**src/rtl/core/fhc_pkg.sv**
```systemverilog
// Shared types and constants for the float32/half converter.
package fhc_pkg;

    localparam int WORD_W   = 32;
    localparam int HALF_W   = 16;
    localparam int F_EXP_W  = 8;
    localparam int F_MAN_W  = 23;
    localparam int H_EXP_W  = 5;
    localparam int H_MAN_W  = 10;
    localparam int H_LZ_W   = 4;

    // float exponent bias difference: 127 - 15
    localparam logic [F_EXP_W-1:0] BIAS_DIFF    = 8'd112;
    localparam logic [F_EXP_W-1:0] F_EXP_MAX    = 8'hff;
    localparam logic [F_EXP_W-1:0] F_EXP_OVF    = 8'd142;
    localparam logic [H_EXP_W-1:0] H_EXP_MAX    = 5'h1f;
    localparam logic [F_EXP_W-1:0] SUBN_EXP_OFS = 8'd103;

    typedef enum logic {
        CMD_TO_HALF  = 1'b0,
        CMD_TO_FLOAT = 1'b1
    } t_cmd;

endpackage

```
**src/rtl/core/fhc_to_half.sv**
```systemverilog
// Float32 to half conversion: truncating, saturating to Inf, flushing to zero.
module fhc_to_half (
    input  logic [fhc_pkg::WORD_W-1:0] i_float,
    output logic [fhc_pkg::HALF_W-1:0] o_half
);
    import fhc_pkg::*;

    logic                sign;
    logic [F_EXP_W-1:0]  bexp;
    logic [F_MAN_W-1:0]  mant;
    logic [F_EXP_W-1:0]  hexp_full;

    assign sign      = i_float[WORD_W-1];
    assign bexp      = i_float[WORD_W-2 -: F_EXP_W];
    assign mant      = i_float[F_MAN_W-1:0];
    assign hexp_full = bexp - BIAS_DIFF;

    always_comb begin
        if (bexp == F_EXP_MAX) begin
            // Inf/NaN keeps the low mantissa bits
            o_half = {sign, H_EXP_MAX, mant[H_MAN_W-1:0]};
        end else if (bexp > F_EXP_OVF) begin
            o_half = {sign, H_EXP_MAX, {H_MAN_W{1'b0}}};
        end else if (bexp > BIAS_DIFF) begin
            o_half = {sign, hexp_full[H_EXP_W-1:0], mant[F_MAN_W-1 -: H_MAN_W]};
        end else begin
            o_half = {sign, {(HALF_W-1){1'b0}}};
        end
    end

endmodule

```
**src/rtl/core/fhc_to_float.sv**
```systemverilog
// Half to float32 conversion, exact for all half patterns.
module fhc_to_float (
    input  logic [fhc_pkg::HALF_W-1:0] i_half,
    output logic [fhc_pkg::WORD_W-1:0] o_float
);
    import fhc_pkg::*;

    logic                sign;
    logic [H_EXP_W-1:0]  hexp;
    logic [H_MAN_W-1:0]  mant;
    logic [H_LZ_W-1:0]   lead_pos;
    logic [H_MAN_W-1:0]  norm;
    logic [F_EXP_W-1:0]  subn_exp;
    logic [F_EXP_W-1:0]  norm_exp;

    assign sign = i_half[HALF_W-1];
    assign hexp = i_half[HALF_W-2 -: H_EXP_W];
    assign mant = i_half[H_MAN_W-1:0];

    // position of the leading one in a subnormal mantissa
    always_comb begin
        lead_pos = '0;
        for (int i = 0; i < H_MAN_W; i++) begin
            if (mant[i]) begin
                lead_pos = H_LZ_W'(i);
            end
        end
    end

    assign norm     = mant << (H_LZ_W'(H_MAN_W - 1) - lead_pos);
    assign subn_exp = F_EXP_W'(lead_pos) + SUBN_EXP_OFS;
    assign norm_exp = F_EXP_W'(hexp) + BIAS_DIFF;

    always_comb begin
        if (hexp == '0) begin
            if (mant == '0) begin
                o_float = {sign, {(WORD_W-1){1'b0}}};
            end else begin
                // leading one becomes hidden; remaining bits go to the top
                o_float = {sign, subn_exp, norm[H_MAN_W-2:0],
                           {(F_MAN_W-H_MAN_W+1){1'b0}}};
            end
        end else if (hexp == H_EXP_MAX) begin
            o_float = {sign, F_EXP_MAX, {(F_MAN_W-H_MAN_W){1'b0}}, mant};
        end else begin
            o_float = {sign, norm_exp, mant, {(F_MAN_W-H_MAN_W){1'b0}}};
        end
    end

endmodule

```
**src/rtl/core/float32_half_converter_unit.sv**
```systemverilog
// Top level: input register, conversion logic, result register.
// The accepted input beat waits in the input register and moves into the result
// register when that is free; o_out_valid then shows the result beat.
// Throughput: one beat per cycle unless the receiver stalls; input and result
// registers each advance whenever the stage after them is free or draining.
// Reset (synchronous, active low) clears both stage valid flags; payload
// registers are not reset.
module float32_half_converter_unit (
    input  logic                        i_clk,
    input  logic                        i_rst_n,
    input  logic                        i_in_valid,
    output logic                        o_in_ready,
    input  logic                        i_command,
    input  logic [fhc_pkg::WORD_W-1:0]  i_operand_word,
    output logic                        o_out_valid,
    input  logic                        i_out_ready,
    output logic [fhc_pkg::WORD_W-1:0]  o_result_word
);
    import fhc_pkg::*;

    logic                r_in_v;
    logic                n_in_v;
    t_cmd                r_cmd;
    logic [WORD_W-1:0]   r_word;
    logic                r_out_v;
    logic                n_out_v;
    logic [WORD_W-1:0]   r_result;
    logic [WORD_W-1:0]   n_result;
    logic                out_free;
    logic [HALF_W-1:0]   half_res;
    logic [WORD_W-1:0]   float_res;

    fhc_to_half u_to_half (
        .i_float (r_word),
        .o_half  (half_res)
    );

    fhc_to_float u_to_float (
        .i_half  (r_word[HALF_W-1:0]),
        .o_float (float_res)
    );

    assign out_free   = !r_out_v || i_out_ready;
    assign o_in_ready = !r_in_v || out_free;

    always_comb begin
        unique case (r_cmd)
            CMD_TO_HALF:  n_result = {{(WORD_W-HALF_W){1'b0}}, half_res};
            CMD_TO_FLOAT: n_result = float_res;
            default:      n_result = float_res;
        endcase
    end

    always_comb begin
        n_in_v = r_in_v;
        if (o_in_ready) begin
            n_in_v = i_in_valid;
        end
        n_out_v = r_out_v;
        if (out_free) begin
            n_out_v = r_in_v;
        end
    end

    always_ff @(posedge i_clk) begin
        if (!i_rst_n) begin
            r_in_v  <= 1'b0;
            r_out_v <= 1'b0;
        end else begin
            r_in_v  <= n_in_v;
            r_out_v <= n_out_v;
        end
    end

    always_ff @(posedge i_clk) begin
        if (o_in_ready && i_in_valid) begin
            r_cmd  <= t_cmd'(i_command);
            r_word <= i_operand_word;
        end
        if (out_free && r_in_v) begin
            r_result <= n_result;
        end
    end

    assign o_out_valid   = r_out_v;
    assign o_result_word = r_result;

endmodule

```
**config.mk**
```make
export PLATFORM = sky130hd
export DESIGN_NAME = float32_half_converter_unit
export DESIGN_NICKNAME = d
export VERILOG_FILES = /design/src/rtl/core/fhc_pkg.sv /design/src/rtl/core/fhc_to_half.sv /design/src/rtl/core/fhc_to_float.sv /design/src/rtl/core/float32_half_converter_unit.sv
export SDC_FILE = /design/constraint.sdc
export NUM_CORES = 1
export LEC_CHECK = 0
export ABC_AREA = 1
export BUFFER_PORTS_ARGS = -buffer_cell sky130_fd_sc_hd__buf_2
export CORE_ASPECT_RATIO = 0.9
export CORE_UTILIZATION = 60
export CTS_CLUSTER_DIAMETER = 150
export DETAILED_ROUTE_END_ITERATION = 7
export GPL_ROUTABILITY_DRIVEN = 0
export PLACE_DENSITY_LB_ADDON = 0.25
export SLEW_MARGIN = 20
export SYNTH_ARGS = -nofsm -noshare
export SYNTH_HDL_FRONTEND = slang
export SYNTH_HIERARCHICAL = 1
export SYNTH_SLANG_ARGS = --single-unit
```
**constraint.sdc**
```tcl
create_clock -name i_clk -period 5.44 [get_ports i_clk]
set_input_delay 0.816 -clock i_clk [delete_from_list [all_inputs] [get_ports i_clk]]
set_output_delay 0.816 -clock i_clk [all_outputs]
set_load 0.02 [all_outputs]
```
-- After elaboration in Yosys (flattened, before gate mapping)
Cells that the tools add are included.
- register bits after elaboration: 67
- input bits: 37
- output and inout port bits: 34
- shift operators: 1
- reductions and logical operators: 8
- equal/unequal tests: 2
- add/sub/neg operators: 4
- magnitude comparators: 2
- mux-type cells: 16
- bitwise operators: 1
- operators by type and width (operator ; count):
    31-bit 2-to-1 mux ; 3
    32-bit case mux with 2 select lines ; 1
    15-bit 2-to-1 mux ; 3
    3-bit 2-to-1 mux ; 4
    10-bit zero test ; 1
    10-bit by 4-bit << shifter with 9-bit output ; 1
    4-bit by 7-bit adder with 8-bit output (second input constant) ; 1
    5-bit by 7-bit adder with 8-bit output (second input constant) ; 1
    8-bit == test (second input constant) ; 1
    8-bit by 7-bit greater-than comparator with 1-bit output (second input constant) ; 1
    8-bit greater-than comparator (second input constant) ; 1
    4-bit 2-to-1 mux ; 2
    5-bit == test (second input constant) ; 1
    5-bit zero test ; 1
    5-bit subtractor (second input constant) ; 1
    2-bit 2-to-1 mux ; 2
    4-bit subtractor (first input constant) ; 1
    1-bit logical AND ; 2
    1-bit zero test ; 2
    1-bit logical OR ; 2
    1-bit 2-to-1 mux ; 1
    1-bit inverter ; 1

-- Depth between registers and ports, before layout
Gate-level depths: netlist of run 1.
- depth in word-level cells: 14
- mapped depth: 17

-- Hierarchy
Netlist of run 1, hierarchy kept.
- by module, submodules not included (module ; area an instance (um^2) ; cells an instance ; instances):
    float32_half_converter_unit ; 2394.8 ; 163 ; 1
    fhc_to_float ; 784.5 ; 150 ; 1
    fhc_to_half ; 411.6 ; 63 ; 1

-- Least setup slack after synthesis of run 1
Ideal clock, no wire load.
- kind: input port to flip-flop
- from: input i_out_ready
- to: register r_result[0] (netlist: o_result_word[0]), enable pin
- buffers on the path: 0
- arrival: 2.445 ns
- stages on the path: 2
- slack: 2.564 ns
- cells stage by stage: inv_1 -> a21oi_1
- cells in the longest elaborated chain, start to end: 2
- ends and longest elaborated chain (item ; RTL line ; source):
    from (decl) ; float32_half_converter_unit.sv:16 ; input logic i_out_ready,
    1-bit logical OR ; float32_half_converter_unit.sv:43 ; assign out_free = !r_out_v || i_out_ready;
    1-bit logical AND ; float32_half_converter_unit.sv:80 ; if (out_free && r_in_v) begin
    to (signal assigned) ; float32_half_converter_unit.sv:81 ; r_result <= n_result;
    to (decl) ; float32_half_converter_unit.sv:27 ; logic [WORD_W-1:0] r_result;
No other way between the ends.
A chain may end at the register's enable or synchronous reset.

-- Worst setup path after layout of run 1
- from: register r_word[9]
- to: register r_result[21] (netlist: o_result_word[21]) (data pin)
- cells in the longest elaborated chain, start to end: 6
- elaborated cells on any way between the ends: 7
- ends and longest elaborated chain (item ; RTL line ; source):
    from (decl) ; float32_half_converter_unit.sv:24 ; logic [WORD_W-1:0] r_word;
    from (signal assigned) ; float32_half_converter_unit.sv:78 ; r_word <= i_operand_word;
    4-bit 2-to-1 mux ; fhc_to_float.sv:24 ; if (mant[i]) begin
    4-bit subtractor ; fhc_to_float.sv:30 ; assign norm = mant << (H_LZ_W'(H_MAN_W - 1) - lead_pos);
    10-bit by 4-bit << shifter with 9-bit output ; fhc_to_float.sv:30 ;
    31-bit 2-to-1 mux * ; fhc_to_float.sv:36 ; if (mant == '0) begin
    31-bit 2-to-1 mux * ; fhc_to_float.sv:35 ; if (hexp == '0) begin
    via float_res[21] ; float32_half_converter_unit.sv:31 ; logic [WORD_W-1:0] float_res;
    32-bit case mux with 2 select lines * ; float32_half_converter_unit.sv:47 ; unique case (r_cmd)
Mark *: on every way through the listed nets, which the timed path passes. The rest lies on a longest branch.

==> qor.csv, run 1 <==
metric;value;unit
library cells used by synthesis;36;
worst skew pair latency;0.35;ns
max_slew headroom;30.5;%
crit path DAT;3.22;ns
asr flop ratio synth;0;%
Clock Skews;0.0123;ns
Hold Buf Count CTS;0;
number of flops mapped to enable cells by yosys;65;
met2 wire len;3030;microns
total routed wirelength;7090;microns
TritonCTS Buffers;9;
WP data required;5.65;ns
startpoint types;flop;
Std-Cell Rows;26;
Yosys top cell area share;54.4;%
vias per std cell;5.36;
drt drc;0;
worst slew pin tran;1.04;ns
dpl ws;2.59;ns
Min-Delay Path Class;flop to flop;
Final Hold Viols;0;
placed cell area;0.00391;sq mm
Clock H-tree levels;3;
die area;0.00630;sq mm
wl on met1;3100;microns
Pwr Density;283;mW/mm^2
Initial Util;62.7;%
non-filler cells, final;517;
top cells by area, synth;edfxtp_1 (54%), nand2_1 (8.9%), inv_1 (6.6%), nand3_1 (5.3%), o21ai_0 (2.5%);
crit path capture type;flop;
post-route ant nets;0;
initial antenna violation count;0;
finished layout cell area;0.00409;sq mm
Yosys warning count;6;
Pwr Total;1.16;mW
via count;2770;
pin count of the biggest net entering global routing;49;
DIE HEIGHT;75.4;microns
clk root buf;clkbuf_8;
per-cell routed wire length;13.7;microns
RSZ-0062 raised after global routing;no;
CP max stage delay;0.50;ns
vias in the first global route;2366;
Commonest cells post-synth;nand2_1 (85), edfxtp_1 (65), inv_1 (63);
period utilization;55.3;%
synth-to-layout area growth;13.8;%
DR iter-0 viols;424;
GRT Total Usage;23.3;%
overflow left after global routing;0;
top_reg_cell synth;edfxtp_1;
final core utilization;71.4;%
final net count;481;
clock tree from TritonCTS;built;
CP Class;flop to flop;
final antenna diode count;0;
first-pass GRT wire length;11000;microns
highest metal layer with signal wires;met4;
Gate Count Post-Synth;376;
Reg clk slew, reported paths;0.07;ns
final worst slack;2.43;ns
Hold Slack;0.545;ns
FMAX;0.332;GHz
layout cell share with drive strength beyond 1;26.4;%
Die Wd;83.5;microns
sequential area share after synthesis;55.5;%
core area;0.00573;sq mm
setup TNS;0;ns
CP Cell Sequence;inv_1 -> nand2_1 -> a31oi_2 -> inv_1 -> ha_1 -> inv_1 -> nor2_1 -> nor2_1 -> inv_1 -> nor2_4 -> nand2_4 -> a21oi_2 -> a21oi_1 -> nand2_1 -> nand2_1 -> inv_1;
Final Max Slew Viols;0;
post-DP HPWL;5040;microns
met3 WL;776;microns
# Max-Cap Violations;0;
Final setup viols;0;
crit-path max FO;12;
post_cts resized;0;
slowest stage cell, crit path;a31oi_2;
clk buf depth;2;
fin crit period;3.01;ns
postcts setup bufs;0;
CP dominant cell by count;inv_1;
Seq cells post-synth;67;
biggest area consumer among synthesized cells;edfxtp_1;
Lkg Pwr;1.87;nW
CTS sink count;67;
# IOs;71;
syn avg cell area;9.55;sq um
port bufs;70;
Mapped Area;0.00359;sq mm
status;finished clean;
drt pass-1 iters;6;
Worst IR Drop VDD;261;uV
most common cell in the netlist;nand2_1;
placed insts;501;
-- state kept, by name, summed over array words and instances, names as in the netlist --
name and count:
o_out_valid 1, o_result_word 32, r_cmd 1, r_in_v 1
r_word 32
-- cells in the final DEF, fill, tap and decap left out, types with 3 or more instances in the layout --
cell	count
nand2_1	85
buf_2	70
edfxtp_1	65
inv_1	62
nand3_1	38
o21ai_0	18
nor2_1	18
nand2_2	10
o21ai_1	9
clkbuf_8	9
nand3_2	7
a21oi_1	6
nor3_1	6
clkbuf_1	4
nand2_4	4
nor2_4	4
o211ai_1	3
conb_1	3
-- routing by layer --
layer / GRT usage [%] / up-vias
met5: 0 / -
met4: 10.7 / 0
met3: 8.88 / 27
met2: 36.0 / 169
met1: 29.7 / 1213
li1: - / 1361
-- final timing paths --
path                                           to  slack (ns)        start  cells past startpoint
worst min register to register        o_out_valid        0.54  o_out_valid                      2
worst max-delay path            o_result_word[21]        2.43    r_word[9]                     16
worst min-delay path                  o_out_valid        0.54  o_out_valid                      2
worst max register to register  o_result_word[21]        2.43    r_word[9]                     16
-- cell type report --
cell class	instances	area, sq um
flip-flops and latches	67	1990
fillers	441	1640
multi-input cells	230	1230
repair buffers	71	358
inverters	63	236
clock buffers	13	139
well taps	70	87.6
clock inverters	3	40.0
-- kinds of logic after synthesis --
| logic type | count (synthesis) | share of synthesized area, % |
|---|---|---|
| and+or+nand+nor | 179 | 25.2 |
| buffers and inverters | 81 | 10.7 |
| DFF | 67 | 55.5 |
| AOI/OAI and AO/OA | 45 | 7.53 |
| adders and majority gates | 2 | 0.697 |
| xor gates and xnor gates | 1 | 0.244 |
| other | 1 | 0.104 |
-- where the power goes --
group,internal [mW],switching [mW]
clock network,0.211,0.176
registers,0.599,0.0170
logic,0.0496,0.105
total,0.860,0.297
-- worst max-delay path: cells and delay by family (launching register included) --
family                   cells  cell delay (ns)
buffers and inverters        5             0.73
flip-flops                   1             0.48
AO/OA/AOI/OAI                3             0.68
AND/OR/NAND/NOR              7             0.70
adder cells (fa/ha/maj)      1             0.29
Power figures use the tool's default switching activity.
==> run 2: changes to the inputs <==
CORE_UTILIZATION = 55   (was 60)
clock period = 2.8 ns   (was 5.44 ns; I/O delays follow)
==> qor.csv, run 2 (synthesis gave the netlist of run 1 again) <==
metric;value;unit;change
via count;2810;;was 2770
most common cell after layout, fill and taps aside;nand2_1;;unchanged
crit-path max FO;8;;was 12
max_slew headroom;58.7;%;was 30.5%
Reg2Reg Setup Slack;0.35;ns;was 2.43 ns
Std-Cell Rows;27;;was 26
synth-to-layout area growth;16.1;%;was 13.8%
CTS sink count;67;;unchanged
pin count of the biggest net entering global routing;34;;was 49
Initial Util;57.8;%;was 62.7%
Final Max Slew Viols;0;;unchanged
total routed wirelength;7060;microns;was 7090 microns
GRT Total Usage;22.6;%;was 23.3%
HP Start;i_operand_word[6];;was o_out_valid
Die Wd;87.2;microns;was 83.5 microns
WP data required;2.91;ns;was 5.65 ns
worst hold endpoint;r_word[6];;was o_out_valid
non-filler cells, final;537;;was 517
die area;0.00686;sq mm;was 0.00630 sq mm
DIE HEIGHT;78.7;microns;was 75.4 microns
dpl ws;0.428;ns;was 2.59 ns
Hold Buf Count CTS;0;;unchanged
crit path capture type;flop;;unchanged
status;finished clean;;unchanged
clk root buf;clkbuf_8;;unchanged
Final Hold Viols;0;;unchanged
CP max stage delay;0.51;ns;was 0.50 ns
drt drc;0;;unchanged
port bufs;70;;unchanged
Pwr Density;569;mW/mm^2;was 283 mW/mm^2
final worst slack;0.349;ns;was 2.43 ns
first-pass GRT wire length;11600;microns;was 11000 microns
startpoint types;flop;;unchanged
period utilization;87.5;%;was 55.3%
Min-Delay Path Depth;1;;was 2
Final setup viols;0;;unchanged
placed insts;521;;was 501
Clock H-tree levels;3;;unchanged
clock tree from TritonCTS;built;;unchanged
# Max-Cap Violations;0;;unchanged
CP Class;flop to flop;;unchanged
Clock Skews;0.00751;ns;was 0.0123 ns
Lkg Pwr;1.90;nW;was 1.87 nW
post-route ant nets;0;;unchanged
post-DP HPWL;5110;microns;was 5040 microns
final antenna diode count;0;;unchanged
FMAX;0.408;GHz;was 0.332 GHz
RR Endpoint;o_result_word[21];;unchanged
Hold Slack;0.242;ns;was 0.545 ns
delay-heaviest family, CP;simple AND/OR/NAND/NOR gates;;was buffers and inverters
crit path DAT;2.56;ns;was 3.22 ns
final core utilization;67.0;%;was 71.4%
WP buf/inv;3;;was 5
initial antenna violation count;0;;unchanged
per-cell routed wire length;13.2;microns;was 13.7 microns
worst skew pair latency;0.35;ns;about the same
Pwr Total;2.37;mW;was 1.16 mW
fin crit period;2.45;ns;was 3.01 ns
layout cell share with drive strength beyond 1;27.3;%;was 26.4%
TritonCTS Buffers;9;;unchanged
vias per std cell;5.23;;was 5.36
postcts setup bufs;0;;unchanged
overflow left after global routing;0;;unchanged
placed cell area;0.00395;sq mm;was 0.00391 sq mm
post_cts resized;0;;unchanged
slowest stage cell, crit path;edfxtp_1;;was a31oi_2
final net count;484;;was 481
Min-Delay Path Class;primary input to flop;;was flop to flop
core area;0.00622;sq mm;was 0.00573 sq mm
Worst IR Drop VDD;522;uV;was 261 uV
drt pass-1 iters;5;;was 6
# IOs;71;;unchanged
DR iter-0 viols;341;;was 424
most frequent cells in the layout;nand2_1 (85), buf_2 (70), edfxtp_1 (65);;unchanged
R2R cell count;15;;was 16
RSZ-0062 raised after global routing;no;;unchanged
setup TNS;0;ns;unchanged
worst slew pin tran;0.616;ns;was 1.04 ns
vias in the first global route;2532;;was 2366
Reg clk slew, reported paths;0.07;ns;about the same
CP Cell Sequence;nor2_1 -> nand2_1 -> a31oi_2 -> inv_1 -> ha_1 -> nor2_1 -> nor2_1 -> inv_1 -> nor2_4 -> nand2_4 -> a21oi_2 -> a21oi_1 -> nand2_1 -> nand2_1 -> inv_1;;was inv_1 -> nand2_1 -> a31oi_2 -> inv_1 -> ha_1 -> inv_1 -> nor2_1 -> nor2_1 -> inv_1 -> nor2_4 -> nand2_4 -> a21oi_2 -> a21oi_1 -> nand2_1 -> nand2_1 -> inv_1
Reg-to-Reg Start;r_word[4];;was r_word[9]
finished layout cell area;0.00417;sq mm;was 0.00409 sq mm
clk buf depth;2;;unchanged
run 2: area by class of cell:
type / instances / area (sq um)
fill: 507 / 2050
sequential: 67 / 1990
multi-input combinational: 230 / 1230
timing repair buffer: 74 / 380
inverter: 63 / 236
clock buffer: 10 / 128
tap: 87 / 109
clock inverter: 6 / 90.1
run 2: layer usage:
layer	vias to the layer above	routed length [microns]	part of all wire [%]	global-route usage (%)
li1	1371	-	-	-
met4	0	160	2.3	9.18
met5	-	0	0	0
met3	25	665	9.4	7.05
met1	1245	2970	42	30.1
met2	169	3270	46	34.5
run 2: where the power goes:
group          total [mW]  switching [mW]  internal, mW
sequential           1.20          0.0388          1.16
clock               0.873           0.370         0.503
combinational       0.296           0.196        0.0996
total                2.37           0.605          1.77
run 2: worst max-delay path by stage:
stage                     cells past startpoint   startpoint  slack [ns]                 to
after floorplan                               2  i_out_ready        0.32   o_result_word[0]
after global placement                       14    r_word[8]        0.50  o_result_word[21]
after detailed placement                     14    r_word[4]        0.43  o_result_word[21]
after CTS                                    14    r_word[4]        0.40  o_result_word[21]
after global routing                         14    r_word[4]        0.09  o_result_word[21]
final                                        15    r_word[4]        0.35  o_result_word[21]
